==> src/rtl/core/csf_pkg.sv <==
// Shared widths, register codes, result type and helpers for the cross sharpen filter.
package csf_pkg;

	localparam int CFG_W  = 12;
	localparam int CH_W   = 3;
	localparam int PIX_W  = 8;
	localparam int ROW_W  = 11;
	localparam int IDX_W  = 13;
	localparam int ACC_W  = 12;
	localparam int ADDR_W = 4;
	localparam int DATA_W = 32;

	localparam int MIN_DIM     = 3;
	localparam int MIN_CH      = 1;
	localparam int CENTRE_GAIN = 5;

	localparam int WIDTH_RST    = 640;
	localparam int HEIGHT_RST   = 480;
	localparam int CHANNELS_RST = 1;

	typedef enum logic [1:0] {
		REG_WIDTH    = 2'd0,
		REG_HEIGHT   = 2'd1,
		REG_CHANNELS = 2'd2
	} reg_idx_t;

	// Up to two results for one input item: the row above, then the last row.
	typedef struct packed {
		logic [ROW_W-1:0] row_a;
		logic [ROW_W-1:0] row_b;
		logic [IDX_W-1:0] idx;
		logic [PIX_W-1:0] value;
		logic             two;
		logic             last;
	} result_pair_t;

	function automatic int clamp_int(input int v, input int lo, input int hi);
		int r;
		r = v;
		if (v < lo) begin
			r = lo;
		end else if (v > hi) begin
			r = hi;
		end
		return r;
	endfunction

endpackage

==> src/rtl/core/csf_out_if.sv <==
// Result channel: valid/ready handshake carrying position, value and frame end.
interface csf_out_if;
	logic                       valid;
	logic                       ready;
	logic [csf_pkg::ROW_W-1:0]  out_row;
	logic [csf_pkg::IDX_W-1:0]  out_sample_index;
	logic [csf_pkg::PIX_W-1:0]  out_value;
	logic                       frame_last;

	modport source(output valid, output out_row, output out_sample_index,
		output out_value, output frame_last, input ready);
	modport sink(input valid, input out_row, input out_sample_index,
		input out_value, input frame_last, output ready);
endinterface

==> src/rtl/core/csf_emit.sv <==
// Output register: holds one item's results and presents them one at a time.
module csf_emit (
	input  logic                   clk,
	input  logic                   arst_n,
	input  logic                   load_valid,
	output logic                   load_ready,
	input  csf_pkg::result_pair_t  load_pair,
	csf_out_if.source              results
);
	csf_pkg::result_pair_t pair_q;
	logic                  valid_q;
	logic                  phase_q;
	logic                  done;

	assign done       = valid_q & results.ready & (phase_q | ~pair_q.two);
	assign load_ready = ~valid_q | done;

	always_ff @(posedge clk or negedge arst_n) begin
		if (!arst_n) begin
			valid_q <= 1'b0;
			phase_q <= 1'b0;
		end else if (load_valid && load_ready) begin
			valid_q <= 1'b1;
			phase_q <= 1'b0;
		end else if (done) begin
			valid_q <= 1'b0;
		end else if (valid_q && results.ready) begin
			phase_q <= 1'b1;
		end
	end

	always_ff @(posedge clk) begin
		if (load_valid && load_ready) begin
			pair_q <= load_pair;
		end
	end

	assign results.valid            = valid_q;
	assign results.out_row          = phase_q ? pair_q.row_b : pair_q.row_a;
	assign results.out_sample_index = pair_q.idx;
	assign results.out_value        = phase_q ? '0 : pair_q.value;
	assign results.frame_last       = phase_q & pair_q.last;

	a_last_second: assert property (@(posedge clk) disable iff (!arst_n)
		results.valid && results.frame_last |-> phase_q && pair_q.two)
		else $error("frame end flagged outside the last-row result");

	a_row_order: assert property (@(posedge clk) disable iff (!arst_n)
		valid_q && pair_q.two |-> pair_q.row_b == csf_pkg::ROW_W'(pair_q.row_a + 1'b1))
		else $error("last-row result does not follow the row above");

	a_hold_out: assert property (@(posedge clk) disable iff (!arst_n)
		results.valid && !results.ready |=> results.valid && $stable(results.out_row)
			&& $stable(results.out_sample_index) && $stable(results.out_value)
			&& $stable(results.frame_last))
		else $error("waiting result changed before acceptance");

endmodule

==> src/flat_wrapper.sv <==
// flat-port wrapper written by rule: the top's interface ports become plain ports
module csf_emit_flat 
  (clk, arst_n, load_valid, load_ready, load_pair, results_valid, results_out_row, results_out_sample_index, results_out_value, results_frame_last, results_ready);
  csf_out_if results_i ();
  input  logic clk;
  input  logic arst_n;
  input  logic load_valid;
  output logic load_ready;
  input  csf_pkg::result_pair_t load_pair;
  output wire logic [$bits(results_i.valid)-1:0] results_valid;
  output wire logic [$bits(results_i.out_row)-1:0] results_out_row;
  output wire logic [$bits(results_i.out_sample_index)-1:0] results_out_sample_index;
  output wire logic [$bits(results_i.out_value)-1:0] results_out_value;
  output wire logic [$bits(results_i.frame_last)-1:0] results_frame_last;
  input wire logic [$bits(results_i.ready)-1:0] results_ready;
  assign results_valid = results_i.valid;
  assign results_out_row = results_i.out_row;
  assign results_out_sample_index = results_i.out_sample_index;
  assign results_out_value = results_i.out_value;
  assign results_frame_last = results_i.frame_last;
  assign results_i.ready = results_ready;
  csf_emit u_core (.clk(clk), .arst_n(arst_n), .load_valid(load_valid), .load_ready(load_ready), .load_pair(load_pair), .results(results_i));
endmodule
==> config.mk <==
export PLATFORM = sky130hd
export DESIGN_NAME = csf_emit_flat
export DESIGN_NICKNAME = d
export VERILOG_FILES = /design/src/rtl/core/csf_pkg.sv /design/src/rtl/core/csf_out_if.sv /design/src/rtl/core/csf_emit.sv /design/src/flat_wrapper.sv
export SDC_FILE = /design/constraint.sdc
export NUM_CORES = 1
export LEC_CHECK = 0
export BUFFER_PORTS_ARGS = -buffer_cell sky130_fd_sc_hd__buf_2
export CAP_MARGIN = 20
export CORE_MARGIN = 4
export CORE_UTILIZATION = 40
export DETAILED_ROUTE_END_ITERATION = 16
export GPL_TIMING_DRIVEN = 0
export PLACE_DENSITY = 0.72
export SYNTH_ARGS = -nofsm -noshare
export SYNTH_HDL_FRONTEND = slang
export SYNTH_SLANG_ARGS = --single-unit
==> constraint.sdc <==
create_clock -name clk -period 2.7 [get_ports clk]
set_input_delay 0.27 -clock clk [delete_from_list [all_inputs] [get_ports clk]]
set_output_delay 0.27 -clock clk [all_outputs]
set_load 0.01 [all_outputs]
==> metrics.txt, run 1 <==
type of origin of the critical path flop; met3 layer wire length in the routed design 288 µm; overall global routing resource usage 12.5%; TritonCTS clock tree done; total setup violations reported at the end of the flow 0; number of gates resized after CTS 0; global-route wire length before repair 4950 µm; row count 24; Highest Clock Rate roughly 530 MHz; CP arrival 1.79 ns; cell chosen for the clock root sky130_fd_sc_hd__clkbuf_8; number of buffers added by the clock tree synthesis step 5; Worst Clk Skew 0.00842 ns; overflow left after global routing 0; Post-Place Setup Slack approximately 0.80 ns; portion of total power attributed to combinational logic 17.8%; sequential share of power between 50% and 60%; worst hold-check slack 0.142 ns; Clock Path Buffers 2; Required @ worst endpoint 2.62 ns; width of the die roughly 75 µm; Critical Setup Path Class reg2reg; clock slew at reported path FFs ~0.090 ns; Gate Count Post-Synth 90; average wire length per cell after detail routing 14.3 µm; via count of the first global-routing pass 1084; switching part of the total power 24.4%; static leakage a little over 1 nW; M1 wire length 1190 µm; result of the run finished, final reports clean; Sum Neg Setup Slack 0 ns; DRC viols 0; Internal Power 0.00119 W; type of the worst min-delay path in2reg; Placed Instance Area around 0.0023 mm²; total of flip-flops plus latches after synthesis 47; top routing layer in use met4; fraction of layout cells with a size suffix above 1 65.4%; DR vias/cell roughly 4.4; ports placed on the boundary between 80 and 90; number of fillers in the final layout approximately 370; area of the die around 0.0056 mm²; Initial DRT Pass Iterations 2; Post-Route WL 3340 µm; clock tree sinks 47; total inserted antenna cells 0; Routed met2 length 1790 µm; Synth Cell Area 0.00178 mm²; setup repair after global routing missed its margin no; initial detailed-routing violation count 40; Syn Area/Cell 19.8 µm²; CP max FO 45; slew at the pin closest to its max-slew limit 0.979 ns; Port Buffers 83; critical path capture point type flop; total vias in the final route approximately 1000; Vert. Die Dim 74.8 µm; portion of the post-synthesis area used by sequential elements 78.6%; Area growth syn-to-layout 32.5%; antenna violations before repair 0; post-route cell area between 0.002 and 0.0025 mm²; final worst-path cycle share 69.4%; power density cells 667 mW/mm²; final count of pins violating max slew 0; max-capacitance violation count 0; final hold violation count 0; NumNets Final 230; max_slew headroom 34.8%; pin count of the biggest net entering global routing 46; number of warning messages in the yosys log 0; Final GP Congestion 0.636; number of nets produced by synthesis 139; part of the power in the clock network 26.4%; switching power summed over all nets between 0.0003 and 0.0004 W; maximum ir drop on the vdd rail 357 µV; number of distinct library cell variants in the gate-level netlist after synthesis 14; DP HPWL about 2600 µm; core box area about 0.0043 mm²; remaining antenna violation count after routing 0; final worst path period need 1.87 ns; clock latency of the later-clocked register in the worst-skew pair 0.30 ns; starting density of the core 41.2%; number of H-tree levels 2; PnR worst setup slack 0.827 ns
## stage by stage
| step | total power [W] | utilization, % | std cells |
|---|---|---|---|
| after global routing | 0.00165 | 54.6 | 234 |
| final | 0.00157 | 54.6 | 234 |
| after global placement | 0.00117 | 52.3 | 225 |
| after CTS | 0.00160 | 54.6 | 234 |
| after floorplan | 0.00106 | - | 90 |
| after detailed placement | 0.00118 | 52.4 | 225 |
## cell usage in the layout (no fill, tap or decap), drive strengths merged
cell type	Yosys	layout
clkbuf	0	5
nor2b	9	9
dlygate4sd3	0	1
o21ai	2	2
and2	2	2
clkinv	0	2
dfrtp	2	2
a32o	1	1
edfxtp	45	45
inv	2	3
mux2	11	11
nand2b	1	1
buf	15	98
## state kept, by name, summed over array words and instances (netlist names)
name	cells
u_core.results.out_sample_index	13
u_core.phase_q	1
u_core.pair_q	32
u_core.results.valid	1
## worst paths after layout
path / startpoint / end / slack (ns) / depth (start not counted)
worst max register to register: u_core.phase_q / u_core.pair_q[5] / 0.83 / 3
worst max-delay path: u_core.phase_q / u_core.pair_q[5] / 0.83 / 3
min in group asynchronous: arst_n / u_core.phase_q / 0.29 / 2
worst min register to register: u_core.results.valid / u_core.results.valid / 0.61 / 2
worst min-delay path: load_pair[40] / u_core.pair_q[40] / 0.14 / 1
max in group asynchronous: arst_n / u_core.results.valid / 2.31 / 2
## power groups by stage
stage | Sequential, W | Clock [W] | Combinational [W]
after floorplan | 0.000892 | 0 | 0.000169
after global placement | 0.000894 | 0 | 0.000276
after detailed placement | 0.000895 | 0 | 0.000286
after CTS | 0.000879 | 0.000431 | 0.000288
after global routing | 0.000883 | 0.000461 | 0.000306
final | 0.000878 | 0.000416 | 0.000281
## critical path, cell delays in order (launching register included)
cell and delay (ns):
sky130_fd_sc_hd__dfrtp_1 0.42, sky130_fd_sc_hd__nor2b_1 0.09, sky130_fd_sc_hd__o21ai_2 0.15, sky130_fd_sc_hd__and2_2 0.82
## synth_stat cells, drive strengths merged
master / number / area [µm²]
a32o: 1 / 10.0
and2: 2 / 12.5
buf: 15 / 114
dfrtp: 2 / 50.1
edfxtp: 45 / 1350
inv: 2 / 7.51
mux2: 11 / 161
nand2b: 1 / 6.26
nor2b: 9 / 56.3
o21ai: 2 / 13.8
## layout make-up
class | instances | area (µm²) | area share, %
Sequential cell | 47 | 1400 | 59.3
Timing Repair Buffer | 84 | 425 | 18.0
Multi-Input combinational cell | 26 | 262 | 11.1
Buffer | 15 | 114 | 4.82
Clock buffer | 5 | 68.8 | 2.91
Tap cell | 52 | 65.1 | 2.75
Clock inverter | 3 | 18.8 | 0.794
Inverter | 2 | 7.51 | 0.318
## routing by layer
layer / global-route usage, % / vias to the layer above
met3: 3.60 / 7
met1: 13.2 / 483
met4: 7.11 / 0
li1: - / 496
met5: 0 / -
met2: 22.0 / 50
## cells by family after synthesis
| group | Yosys count | synth area share, % |
|---|---|---|
| buf+inv | 17 | 6.81 |
| mux | 11 | 9.05 |
| simple gates | 12 | 4.21 |
| flops | 47 | 78.6 |
| compound gates | 3 | 1.33 |
## repair_timing
item | CTS | global route
endpoints found under the hold margin | 2 | 0
setup buffers | 0 | 0
setup endpoints to repair | 0 | 0
hold buffers | 1 | 0
Power figures use the tool's default switching activity.
==> run 2, diff against run 1 <==
PLACE_DENSITY = 0.75   (was 0.72)
clock period = 1.5 ns   (was 2.7 ns; I/O delays follow)
==> metrics.txt, run 2 (synthesized netlist as in run 1, its figures left out) <==
Required @ worst endpoint 1.35 ns (-1.27 ns); clock latency of the later-clocked register in the worst-skew pair 0.28 ns (-0.02 ns); worst hold path cell count 1 (unchanged); max_slew headroom 80.1% (+45 points); Clock Path Buffers 2 (unchanged); register cell area after layout 0.00140 mm² (unchanged); power density cells 1230 mW/mm² (+84%); initial detailed-routing violation count 15 (-63%); register name with the most flops u_core.pair_q; total power consumption of the routed design 0.00301 W (+91%); DP HPWL 2380 µm (-8.1%); pin count of the biggest net entering global routing 24 (-48%); flip-flop count of the largest register, all copies and words added 32 (unchanged); setup repair after global routing missed its margin yes; static leakage 1.07 nW (+3.7%); overflow left after global routing 0 (unchanged); maximum ir drop on the vdd rail 706 µV (+98%); max-capacitance violation count 0 (unchanged); starting density of the core 41.2% (unchanged); final worst-path cycle share 98.9%; count of cell instances traversed by the critical path 3 (unchanged); total inserted antenna cells 0 (unchanged); final worst path period need 1.48 ns; NumNets Final 232 (+0.87%); area used by multi-input combinational logic 272 µm² (+3.8%); row count 24 (unchanged); Port Buffers 83 (unchanged); number of buffers added by the clock tree synthesis step 5 (unchanged); width of the die 74.8 µm (unchanged); TritonCTS clock tree done; number of H-tree levels 2 (unchanged); average wire length per cell after detail routing 13.3 µm (-6.5%); ports placed on the boundary 84 (unchanged); remaining antenna violation count after routing 0 (unchanged); Worst Clk Skew 0.00366 ns (-0.00476 ns); type of the worst min-delay path in2reg; clock slew at reported path FFs 0.08 ns (about the same); final hold violation count 0 (unchanged); antenna violations before repair 0 (unchanged); Placed Instances 225 (unchanged); delay of the slowest cell on the worst path 0.42 ns (-0.40 ns); Highest Clock Rate ~670 MHz; DRC viols 0 (unchanged); type of origin of the critical path flop; dominant delay contributor by cell family on the critical path flip-flops; area of the die 0.00559 mm² (unchanged); logic depth of the worst register-to-register path 3 (unchanged); via count of the first global-routing pass 1081 (-0.28%); overall global routing resource usage 12.0% (-0.52 points); total setup violations reported at the end of the flow 0 (unchanged); Initial DRT Pass Iterations 4 (+2); CP Cell Sequence buf_8 > mux2_4 > buf_2; critical path capture point type output port; final count of pins violating max slew 0 (unchanged); global-route wire length before repair 4750 µm (-4.0%); CP max FO 10 (-78%); Final GP Congestion 0.700 (+10%); number of fillers in the final layout 337 (-9.2%); core box area 0.00432 mm² (unchanged); total vias in the final route 1053 (+1.6%); cell with the largest stage delay on the worst path sky130_fd_sc_hd__dfrtp_1; most common library cell in the layout ignoring fill and taps sky130_fd_sc_hd__buf_2; slew at the pin closest to its max-slew limit 0.298 ns (-0.680 ns); CP arrival 1.33 ns (-0.46 ns); critical path buffer and inverter count 2 (+2); Critical Setup Path Class reg2out; Vert. Die Dim 74.8 µm (unchanged); result of the run finished, final reports clean; Post-Layout Cell Count 236 (+0.85%); DR vias/cell 4.46 (+0.78%); fraction of layout cells with a size suffix above 1 65.2% (-0.17 points); Post-Route WL 3150 µm (-5.7%); cell chosen for the clock root sky130_fd_sc_hd__clkbuf_8; clock tree sinks 47 (unchanged); Area growth syn-to-layout 38.0%; most frequent cells in the layout sky130_fd_sc_hd__buf_2 (75), sky130_fd_sc_hd__edfxtp_1 (45), sky130_fd_sc_hd__buf_4 (14), sky130_fd_sc_hd__mux2_4 (10)
## run 2: changes by cell type in the layout (fill, tap and decap cells not counted), sizes merged
cell    change
and2        +1
buf         +1
bufinv      +1
inv         -1
## run 2: per-stage QoR
step	utilization, %	setup WS [ns]	hold WS [ns]	area (µm²)	setup TNS [ns]
after floorplan	-	0.00420	-0.146	1790	0
after global placement	52.4	-0.0499	-0.0628	2270	-2.20
after detailed placement	52.4	-0.0754	-0.0608	2270	-3.31
after CTS	56.3	-0.00947	0.0176	2430	-0.00947
after global routing	56.9	-0.0384	0.00104	2460	-1.07
final	56.9	0.0169	0.0354	2460	0
## run 2: power breakdown
| group | total [W] | internal [W] | switching (W) |
|---|---|---|---|
| clock network | 0.000859 | 0.000487 | 0.000372 |
| logic | 0.000576 | 0.000324 | 0.000252 |
| registers | 0.00158 | 0.00155 | 0.0000294 |
| total | 0.00301 | 0.00236 | 0.000653 |
## run 2: layout make-up
type	instances	area share [%]
repair buffers	85	19.9
inverters	2	0.305
clock buffers	5	2.80
flip-flops and latches	47	57.0
well taps	52	2.64
clock inverters	3	1.58
multi-input cells	27	11.0
plain buffers	15	4.78
## run 2: repair_timing
item                                    CTS  global route
gates resized for setup                   7             4
pin swaps                                 0             0
setup buffers                             1             0
endpoints found under the setup margin   55            34
gates cloned                              1             0
hold endpoints to repair                  2             0
hold buffers                              1             0
## run 2: path summary, 6_finish.rpt
kind | startpoint | end | slack (ns)
max | u_core.phase_q | results_out_row[9] | 0.02
max in group asynchronous | arst_n | u_core.results.valid | 1.23
min | load_pair[20] | u_core.results.out_sample_index[10] | 0.04
min in group asynchronous | arst_n | u_core.phase_q | 0.17
max reg2reg | u_core.phase_q | u_core.pair_q[0] | 0.09
min reg2reg | u_core.results.valid | u_core.results.valid | 0.63
## run 2: layer usage
layer | up-vias | GRT usage (%) | share of wire (%)
li1 | 502 | - | -
met1 | 491 | 12.0 | 37
met2 | 58 | 20.3 | 50
met3 | 2 | 6.68 | 13
met4 | 0 | 5.34 | 0.73
met5 | - | 0 | 0
