File: config.mk
export PLATFORM = sky130hd
export DESIGN_NAME = csf_cfg_regs
export DESIGN_NICKNAME = d
export VERILOG_FILES = /design/src/rtl/core/csf_pkg.sv /design/src/rtl/core/csf_cfg_regs.sv
export SDC_FILE = /design/constraint.sdc
export NUM_CORES = 1
export LEC_CHECK = 0
export ABC_AREA = 1
export BUFFER_PORTS_ARGS = -buffer_cell sky130_fd_sc_hd__buf_4
export CELL_PAD_IN_SITES_DETAIL_PLACEMENT = 1
export CELL_PAD_IN_SITES_GLOBAL_PLACEMENT = 2
export CORE_UTILIZATION = 30
export DETAILED_ROUTE_END_ITERATION = 8
export PLACE_DENSITY = 0.82
export SYNTH_ARGS = -nofsm -noshare
export SYNTH_HDL_FRONTEND = slang
export SYNTH_SLANG_ARGS = --single-unit
export TNS_END_PERCENT = 5
File: constraint.sdc
create_clock -name clk -period 9.4 [get_ports clk]
set_input_delay 1.88 -clock clk [delete_from_list [all_inputs] [get_ports clk]]
set_output_delay 1.88 -clock clk [all_outputs]
set_load 0.005 [all_outputs]
File: src/rtl/core/csf_pkg.sv
// Shared widths, register codes, result type and helpers for the cross sharpen filter.
package csf_pkg;

	localparam int CFG_W  = 12;
	localparam int CH_W   = 3;
	localparam int PIX_W  = 8;
	localparam int ROW_W  = 11;
	localparam int IDX_W  = 13;
	localparam int ACC_W  = 12;
	localparam int ADDR_W = 4;
	localparam int DATA_W = 32;

	localparam int MIN_DIM     = 3;
	localparam int MIN_CH      = 1;
	localparam int CENTRE_GAIN = 5;

	localparam int WIDTH_RST    = 640;
	localparam int HEIGHT_RST   = 480;
	localparam int CHANNELS_RST = 1;

	typedef enum logic [1:0] {
		REG_WIDTH    = 2'd0,
		REG_HEIGHT   = 2'd1,
		REG_CHANNELS = 2'd2
	} reg_idx_t;

	// Up to two results for one input item: the row above, then the last row.
	typedef struct packed {
		logic [ROW_W-1:0] row_a;
		logic [ROW_W-1:0] row_b;
		logic [IDX_W-1:0] idx;
		logic [PIX_W-1:0] value;
		logic             two;
		logic             last;
	} result_pair_t;

	function automatic int clamp_int(input int v, input int lo, input int hi);
		int r;
		r = v;
		if (v < lo) begin
			r = lo;
		end else if (v > hi) begin
			r = hi;
		end
		return r;
	endfunction

endpackage

File: src/rtl/core/csf_cfg_regs.sv
// APB register file: frame geometry, with clamped working values kept ready.
module csf_cfg_regs #(
	parameter int MAX_WIDTH    = 2048,
	parameter int MAX_HEIGHT   = 2048,
	parameter int MAX_CHANNELS = 4,
	localparam int DEPTH = MAX_WIDTH * MAX_CHANNELS,
	localparam int AW    = $clog2(DEPTH)
) (
	input  logic                         clk,
	input  logic                         arst_n,
	input  logic                         psel,
	input  logic                         penable,
	input  logic                         pwrite,
	input  logic [csf_pkg::ADDR_W-1:0]   paddr,
	input  logic [csf_pkg::DATA_W-1:0]   pwdata,
	output logic [csf_pkg::DATA_W-1:0]   prdata,
	output logic                         pready,
	output logic [csf_pkg::CH_W-1:0]     chan,
	output logic [csf_pkg::CFG_W-1:0]    row_last,
	output logic [AW-1:0]                x_last,
	output logic [AW-1:0]                x_right,
	output logic                         restart
);
	localparam int LW  = $clog2(DEPTH + 1);
	localparam int MW  = csf_pkg::CFG_W + csf_pkg::CH_W;

	localparam int W_EFF_RST = csf_pkg::clamp_int(csf_pkg::WIDTH_RST, csf_pkg::MIN_DIM, MAX_WIDTH);
	localparam int H_EFF_RST = csf_pkg::clamp_int(csf_pkg::HEIGHT_RST, csf_pkg::MIN_DIM,
		MAX_HEIGHT);
	localparam int C_EFF_RST = csf_pkg::clamp_int(csf_pkg::CHANNELS_RST, csf_pkg::MIN_CH,
		MAX_CHANNELS);
	localparam int LEN_RST = W_EFF_RST * C_EFF_RST;

	csf_pkg::reg_idx_t           idx;
	logic                        wr;
	logic                        hit;
	logic [csf_pkg::CFG_W-1:0]   width_q, height_q;
	logic [csf_pkg::CH_W-1:0]    chan_raw_q;
	logic [csf_pkg::CFG_W-1:0]   width_nx, height_nx;
	logic [csf_pkg::CH_W-1:0]    chan_nx;
	logic [csf_pkg::CFG_W-1:0]   w_eff_nx, h_eff_nx;
	logic [csf_pkg::CH_W-1:0]    c_eff_nx;
	logic [MW-1:0]               len_full;
	logic [LW-1:0]               len_nx;
	logic [csf_pkg::CH_W-1:0]    chan_q;
	logic [csf_pkg::CFG_W-1:0]   row_last_q;
	logic [AW-1:0]               x_last_q, x_right_q;

	assign idx    = csf_pkg::reg_idx_t'(paddr[3:2]);
	assign wr     = psel & penable & pwrite;
	assign pready = 1'b1;

	always_comb begin
		width_nx  = width_q;
		height_nx = height_q;
		chan_nx   = chan_raw_q;
		hit       = 1'b0;
		prdata    = '0;
		unique case (idx)
			csf_pkg::REG_WIDTH: begin
				hit      = 1'b1;
				width_nx = pwdata[csf_pkg::CFG_W-1:0];
				prdata   = csf_pkg::DATA_W'(width_q);
			end
			csf_pkg::REG_HEIGHT: begin
				hit       = 1'b1;
				height_nx = pwdata[csf_pkg::CFG_W-1:0];
				prdata    = csf_pkg::DATA_W'(height_q);
			end
			csf_pkg::REG_CHANNELS: begin
				hit     = 1'b1;
				chan_nx = pwdata[csf_pkg::CH_W-1:0];
				prdata  = csf_pkg::DATA_W'(chan_raw_q);
			end
			default: begin
				hit = 1'b0;
			end
		endcase
	end

	assign restart = wr & hit;

	// Working values follow from the register set as it stands after this write.
	assign w_eff_nx = csf_pkg::CFG_W'(csf_pkg::clamp_int(int'(width_nx), csf_pkg::MIN_DIM,
		MAX_WIDTH));
	assign h_eff_nx = csf_pkg::CFG_W'(csf_pkg::clamp_int(int'(height_nx), csf_pkg::MIN_DIM,
		MAX_HEIGHT));
	assign c_eff_nx = csf_pkg::CH_W'(csf_pkg::clamp_int(int'(chan_nx), csf_pkg::MIN_CH,
		MAX_CHANNELS));
	assign len_full = MW'(w_eff_nx) * MW'(c_eff_nx);
	assign len_nx   = LW'(len_full);

	always_ff @(posedge clk or negedge arst_n) begin
		if (!arst_n) begin
			width_q    <= csf_pkg::CFG_W'(csf_pkg::WIDTH_RST);
			height_q   <= csf_pkg::CFG_W'(csf_pkg::HEIGHT_RST);
			chan_raw_q <= csf_pkg::CH_W'(csf_pkg::CHANNELS_RST);
			chan_q     <= csf_pkg::CH_W'(C_EFF_RST);
			row_last_q <= csf_pkg::CFG_W'(H_EFF_RST - 1);
			x_last_q   <= AW'(LEN_RST - 1);
			x_right_q  <= AW'(LEN_RST - C_EFF_RST);
		end else if (restart) begin
			width_q    <= width_nx;
			height_q   <= height_nx;
			chan_raw_q <= chan_nx;
			chan_q     <= c_eff_nx;
			row_last_q <= h_eff_nx - csf_pkg::CFG_W'(1);
			x_last_q   <= AW'(len_nx - LW'(1));
			x_right_q  <= AW'(len_nx - LW'(c_eff_nx));
		end
	end

	assign chan     = chan_q;
	assign row_last = row_last_q;
	assign x_last   = x_last_q;
	assign x_right  = x_right_q;

endmodule

==> results of run 1 <==
## path summary, 6_finish.rpt
kind	endpoint	slack (ns)	cells past startpoint
max in group asynchronous	x_last[7]	7.17	1
min in group asynchronous	height_q[10]	1.64	1
min reg2reg	row_last[7]	0.47	2
max reg2reg	x_last[11]	4.66	18
max	x_last[11]	3.07	24
min	row_last[7]	0.47	2
## power by group
part / total, mW / switching (mW) / internal, mW
Clock: 0.377 / 0.142 / 0.235
Combinational: 0.801 / 0.491 / 0.310
Sequential: 0.488 / 0.0648 / 0.423
## registers in the layout (all words and copies together), names as in the netlist
signal,flops
height_q,12
x_last,13
width_q,12
chan,2
chan_raw_q,3
row_last,12
x_right,13
## synth_stat cells (all sizes together)
cell type / number
o211ai: 2
o21ai: 75
nor3: 3
xnor2: 3
conb: 2
nand3: 57
nand2: 289
clkinv: 1
inv: 101
o31ai: 1
ha: 15
nor2: 65
dfstp: 32
nand4: 13
o41ai: 1
o22ai: 2
a21oi: 11
nand3b: 5
a31oi: 4
buf: 36
o221ai: 2
xor2: 5
a21o: 1
fa: 12
o21bai: 1
o22a: 1
clkbuf: 12
or2: 2
dfrtp: 35
## metal layers
layer  up-vias  global-route usage (%)
met4         0                   5.056
met3        13                   2.469
met1      2391                   22.43
li1       2558                       -
met2        56                   30.83
met5         -                       0
## per-stage QoR
step / utilization [%] / area [um2]
2_1_floorplan: - / 5416
5_1_grt: 36.17 / 6277
3_3_place_gp: 34.29 / 5952
6_report: 36.17 / 6277
4_1_cts: 36.17 / 6277
3_5_place_dp: 34.29 / 5952
## logic make-up (layout without fill, tap and decap cells)
logic type / Yosys count / after routing / synth area share, %
DFF: 67 / 67 / 32.12
xor gates and xnor gates: 8 / 8 / 1.311
AOI/OAI and AO/OA: 101 / 101 / 11.10
buffers and inverters: 150 / 193 / 12.94
other: 2 / 21 / 0.1405
and+or+nand+nor: 434 / 434 / 34.39
adders and majority gates: 27 / 27 / 8.006
## worst max-delay path, delay by kind of cell
kind	cells	cell delay, ns
fa+ha+maj	2	0.91
buf+inv	3	0.29
simple gates	17	3.01
compound gates	2	0.45
## layout make-up
cell class	count	area [um2]	share of cell area (%)
Multi-Input combinational cell	591	3008	47.92
Sequential cell	67	1717	27.35
Timing Repair Buffer	75	563.0	8.970
Inverter	102	382.9	6.099
Tap cell	225	281.5	4.485
Clock buffer	9	225.2	3.588
Clock inverter	7	100.1	1.595
==> out/metrics.yaml, run 1 <==
clockBufferDepth: 2
dp_cells: 1060
antenna_cells: 0
start_util_pct: 30.80
r2r_start: "chan_raw_q[2]"
ant_nets: 0
drive_gt1_share_pct: 20.21
synth_top_area_share_pct: 19.38
cp_cell_sequence: "buf_4 > nor2_4 > nand2_1 > o21ai_2 > inv_1 > nor2_1 > nand3_2 > nand2_2 > nand2_1 > nor2_1 > nand2_1 > fa_1 > inv_1 > ha_1 > a21oi_1 > nand3b_1 > nand2_1 > nand2_1 > nor2_1 > nand3_1 > nor2_1 > nand4_1 > nand3_1 > nand2_1"
ys_warn_count: 0
clock_sinks: 67
met1_length_um: 7096
finalCritPeriodShare_pct: 67.31
grt_pass1_vias: 5044
dr_wl_met2_um: 7451
worst_slack_ns: 3.073
chipHeight_um: 135.5
clk_latency_ns: 0.35
vias_per_cell: 4.664
gr-total-overflow: 0
fp.dieW_um: 135.5
highest_layer: "met4"
worst_pin_slew_ns: 0.8794
grt_pass1_wl_um: 25190
cts_setup_buffers: 0
p_per_area_nw_per_um2: 265.4
fp-row-count: 48
final_cell_mix: "nand2_1 (276), inv_1 (90), buf_4 (75)"
synth_area_um2: 5345
power_mw: 1.666
drt-total-wl_um: 15060
antenna_found_initial: 0
dp_slack_ns: 2.629
required_ns: 9.63
htreeDepth: 3
drt_iter0_drc: 214
status: "completed"
synth_seq_area_share_pct: 32.12
cts_resized: 0
max_stage_delay_ns: 0.62
portBuffers: 72
holdWs_ns: 0.4672
crit_top_cell: "nand2_1"
setup_viol: 0
post-route-min-period_ns: 6.327
fin_cells: 1076
endpoint_kind: "flip-flop"
vias: 5018
fillers: 2240
fmax_mhz: 158.1
skew_ns: 0.008194
worst_ep_arrival_time_ns: 6.56
worstHoldStart: "row_last[7]"
clk_pin_slew_ns: 0.06
coreArea_um2: 17360
fin_nets: 914
p_leak_nw: 3.325
grt_setup_unrepaired: "false"
final_common_cell: "nand2_1"
peakVddDrop_v: 0.0001030
hold_viol: 0
io_pins: 116
startpoint: "paddr[2]"
numCtsBuffers: 9
met3_length_um: 343
avgSynthCellArea_um2: 6.775
netlist_instances: 789
slew_headroom_pct: 41.38
hpwl_um: 11730
drc: 0
fin_tns_setup_ns: 0
ctsHoldBuffers: 0
avgRoutedWirePerCell_um: 14.00
crit_path_start_kind: "primary input"
place.gp.congestion: 0.7830
grt_max_degree: 68
grtUsageTotal_pct: 17.62
synth.distinct_cells: 41
crit_type: "in -> reg"
synth_seq_cells: 67
drt_first_pass_iters: 4
cts_tree: "yes"
drv_slew: 0
cts_root_buf: "clkbuf_16"
synth_largest_area_cell: "nand2_1"
min_path_type: "reg -> reg"
dieArea_um2: 18350
slowest_stage: "nor2_4"
critPathMaxFanout: 32
synth.area.top_cells: "nand2_1 (19%), dfrtp_1 (16%), dfstp_2 (16%)"
area_growth_pct: 17.44
maxCapViolCount: 0
No activity file was read; power rests on OpenSTA's default activity.
==> run 2: changes to the inputs <==
--- a/config.mk
+++ b/config.mk
@@ -5,13 +5,13 @@
 export SDC_FILE = /design/constraint.sdc
 export NUM_CORES = 1
 export LEC_CHECK = 0
-export ABC_AREA = 1
+export ABC_AREA = 0
 export BUFFER_PORTS_ARGS = -buffer_cell sky130_fd_sc_hd__buf_4
 export CELL_PAD_IN_SITES_DETAIL_PLACEMENT = 1
 export CELL_PAD_IN_SITES_GLOBAL_PLACEMENT = 2
 export CORE_UTILIZATION = 30
 export DETAILED_ROUTE_END_ITERATION = 8
-export PLACE_DENSITY = 0.82
+export PLACE_DENSITY = 0.78
 export SYNTH_ARGS = -nofsm -noshare
 export SYNTH_HDL_FRONTEND = slang
 export SYNTH_SLANG_ARGS = --single-unit
==> constraint.sdc (replaced) <==
create_clock -name clk -period 5.8 [get_ports clk]
set_input_delay 1.16 -clock clk [delete_from_list [all_inputs] [get_ports clk]]
set_output_delay 1.16 -clock clk [all_outputs]
set_load 0.005 [all_outputs]
==> run 2 against run 1 <==
  * Clock-buffer cell count up 2
  * Hold slack worse by 0.0019 ns
  * Flip-flop and latch count unchanged
  * Synthesized cell count down 30%
  * Worst setup slack worse by 2.7 ns
  * Core utilization up 1.5 points
  * Sequential share of layout area up 0.21 points
  * Clock skew down 0.0050 ns
  * Sequential power up 69%
  * Die area down 4.9%
  * Critical endpoint unchanged
==> out/metrics.yaml, run 2 <==
chipHeight_um: 132.1  # -2.5%
p_leak_nw: 2.936  # -12%
worst_slack_ns: 0.4156  # -2.657 ns
synth_edf_count: 0  # unchanged
gr-total-overflow: 0  # unchanged
coreArea_um2: 16520  # -4.8%
cts_tree: "yes"
grt_setup_unrepaired: "false"
setup_viol: 0  # unchanged
worst_pin_slew_ns: 0.9793  # +0.09997 ns
required_ns: 6.00  # -3.63 ns
grt_max_degree: 68  # unchanged
yosysMostFrequentCell: "nand2_1"
fin_tns_setup_ns: 0  # unchanged
endpoint_kind: "flip-flop"
avgSynthCellArea_um2: 9.182  # +36%
hold_viol: 0  # unchanged
fp-row-count: 47  # -2.1%
grt_pass1_wl_um: 24760  # -1.7%
numCtsBuffers: 9  # unchanged
grtUsageTotal_pct: 18.25  # +0.63 points
drt-total-wl_um: 14990  # -0.47%
dieArea_um2: 17450  # -4.9%
crit_type: "in -> reg"
vias_per_cell: 4.888  # +4.8%
slew_headroom_pct: 34.47  # -6.9 points
netlist_top_cells_count: "nand2_1 (95), nor2_1 (43), o21ai_0 (38)"
drive_gt1_share_pct: 33.23  # +13 points
cts_root_buf: "clkbuf_16"
synth_seq_area_share_pct: 33.81  # +1.7 points
drc: 0  # unchanged
avgRoutedWirePerCell_um: 17.29  # +24%
clk_latency_ns: 0.34  # about the same
ant_nets: 0  # unchanged
fin_nets: 712  # -22%
clockBufferDepth: 2  # unchanged
post-route-min-period_ns: 5.384
utilization_pct: 37.70  # +1.5 points
holdWs_ns: 0.4653  # -0.001904 ns
synth_area_um2: 5077  # -5.0%
synth_seq_cells: 67  # unchanged
synth.distinct_cells: 68  # +66%
start_util_pct: 30.73  # -0.070 points
drt_first_pass_iters: 6  # +2
min_path_type: "reg -> reg"
fmax_mhz: 185.7
clock_sinks: 67  # unchanged
synth.area.top_cells: "dfrtp_1 (17%), dfstp_2 (17%), mux2_2 (7.8%)"
final_common_cell: "buf_4"
async_flop_share_pct: 100.0  # unchanged
finalCritPeriodShare_pct: 92.83
synth_top_area_share_pct: 17.25  # -2.1 points
hpwl_um: 11620  # -0.96%
drt_iter0_drc: 125  # -42%
placed_cell_area_um2: 5931  # -0.36%
antenna_cells: 0  # unchanged
final_cell_mix: "buf_4 (104), nand2_1 (95), nor2_1 (42)"
status: "completed"
synth_largest_area_cell: "dfrtp_1"
peakVddDrop_v: 0.0001287  # +25%
synth_flop_cell: "dfrtp_1"
crit_path_start_kind: "primary input"
cts_setup_buffers: 0  # unchanged
ctsHoldBuffers: 0  # unchanged
antenna_found_initial: 0  # unchanged
p_per_area_nw_per_um2: 447.9  # +69%
io_pins: 116  # unchanged
drv_slew: 0  # unchanged
cts_resized: 0  # unchanged
design_area_um2: 6230  # -0.76%
dp_slack_ns: 0.03240  # -2.596 ns
grt_pass1_vias: 4621  # -8.4%
vias: 4238  # -16%
portBuffers: 72  # unchanged
place.gp.congestion: 0.8702  # +11%
ys_warn_count: 0  # unchanged
clk_pin_slew_ns: 0.05  # about the same
critPathMaxFanout: 6  # -81%
worst_ep_arrival_time_ns: 5.58  # -0.98 ns
htreeDepth: 3  # unchanged
maxCapViolCount: 0  # unchanged
netlist_instances: 553  # -30%
area_growth_pct: 22.70
fp.dieW_um: 132.1  # -2.5%
skew_ns: 0.003179  # -0.005015 ns
[run 2: cells by family (layout without fill, tap and decap cells)]
| group | after synthesis | in the layout | synth area share (%) |
|---|---|---|---|
| buffers and inverters | 69 | 144 | 7.343 |
| xor gates and xnor gates | 33 | 33 | 6.136 |
| AOI/OAI and AO/OA | 100 | 100 | 12.72 |
| adders and majority gates | 27 | 27 | 8.428 |
| muxes | 62 | 62 | 13.36 |
| DFF | 67 | 67 | 33.81 |
| and+or+nand+nor | 193 | 193 | 18.06 |
| other | 2 | 21 | 0.1479 |
[run 2: critical path, cell delays in order]
cell	delay, ns
buf_4	0.15
nor4_4	0.37
nand4_1	0.24
o311a_4	0.20
nand2b_1	0.23
or3_1	0.40
fa_1	0.52
inv_1	0.07
fa_1	0.45
a21o_1	0.23
a221oi_2	0.28
o21ai_1	0.14
xor2_1	0.19
nor4_2	0.39
buf_4	0.18
nand3_1	0.09
xnor2_1	0.21
o21ai_1	0.07
[run 2: through the flow]
stage	instances	total power [mW]
after CTS	867	2.819
after detailed placement	853	2.258
final	867	2.790
after floorplan	572	1.652
after global routing	867	3.004
after global placement	853	2.214
[run 2: area by class of cell]
cell class                      instances  area, um2
Sequential cell                        67       1717
Inverter                               26      98.84
Clock inverter                          3      40.04
Timing Repair Buffer                  104      780.7
Tap cell                              220      275.3
Clock buffer                           11      242.7
Fill cell                            1913      10290
Multi-Input combinational cell        436       3075
[run 2: final timing paths]
kind	start	endpoint	slack [ns]	cells past startpoint
min in group asynchronous	arst_n	height_q[10]	0.95	1
max reg2reg	width_q[6]	x_last[11]	0.88	17
max in group asynchronous	arst_n	row_last[10]	4.28	1
min	row_last[3]	row_last[3]	0.47	2
max	pwdata[10]	x_last[11]	0.42	18
min reg2reg	row_last[3]	row_last[3]	0.47	2
[run 2: power by group]
part,internal (mW),switching (mW)
logic,0.668,0.753
registers,0.691,0.136
clock network,0.338,0.204
[run 2: routing by layer]
metal,vias up,GRT usage [%],wire length (um)
li1,2036,-,-
met1,2108,22.33,6587
met3,23,2.268,367
met4,0,8.786,472
met2,71,31.75,7564
met5,-,0,0
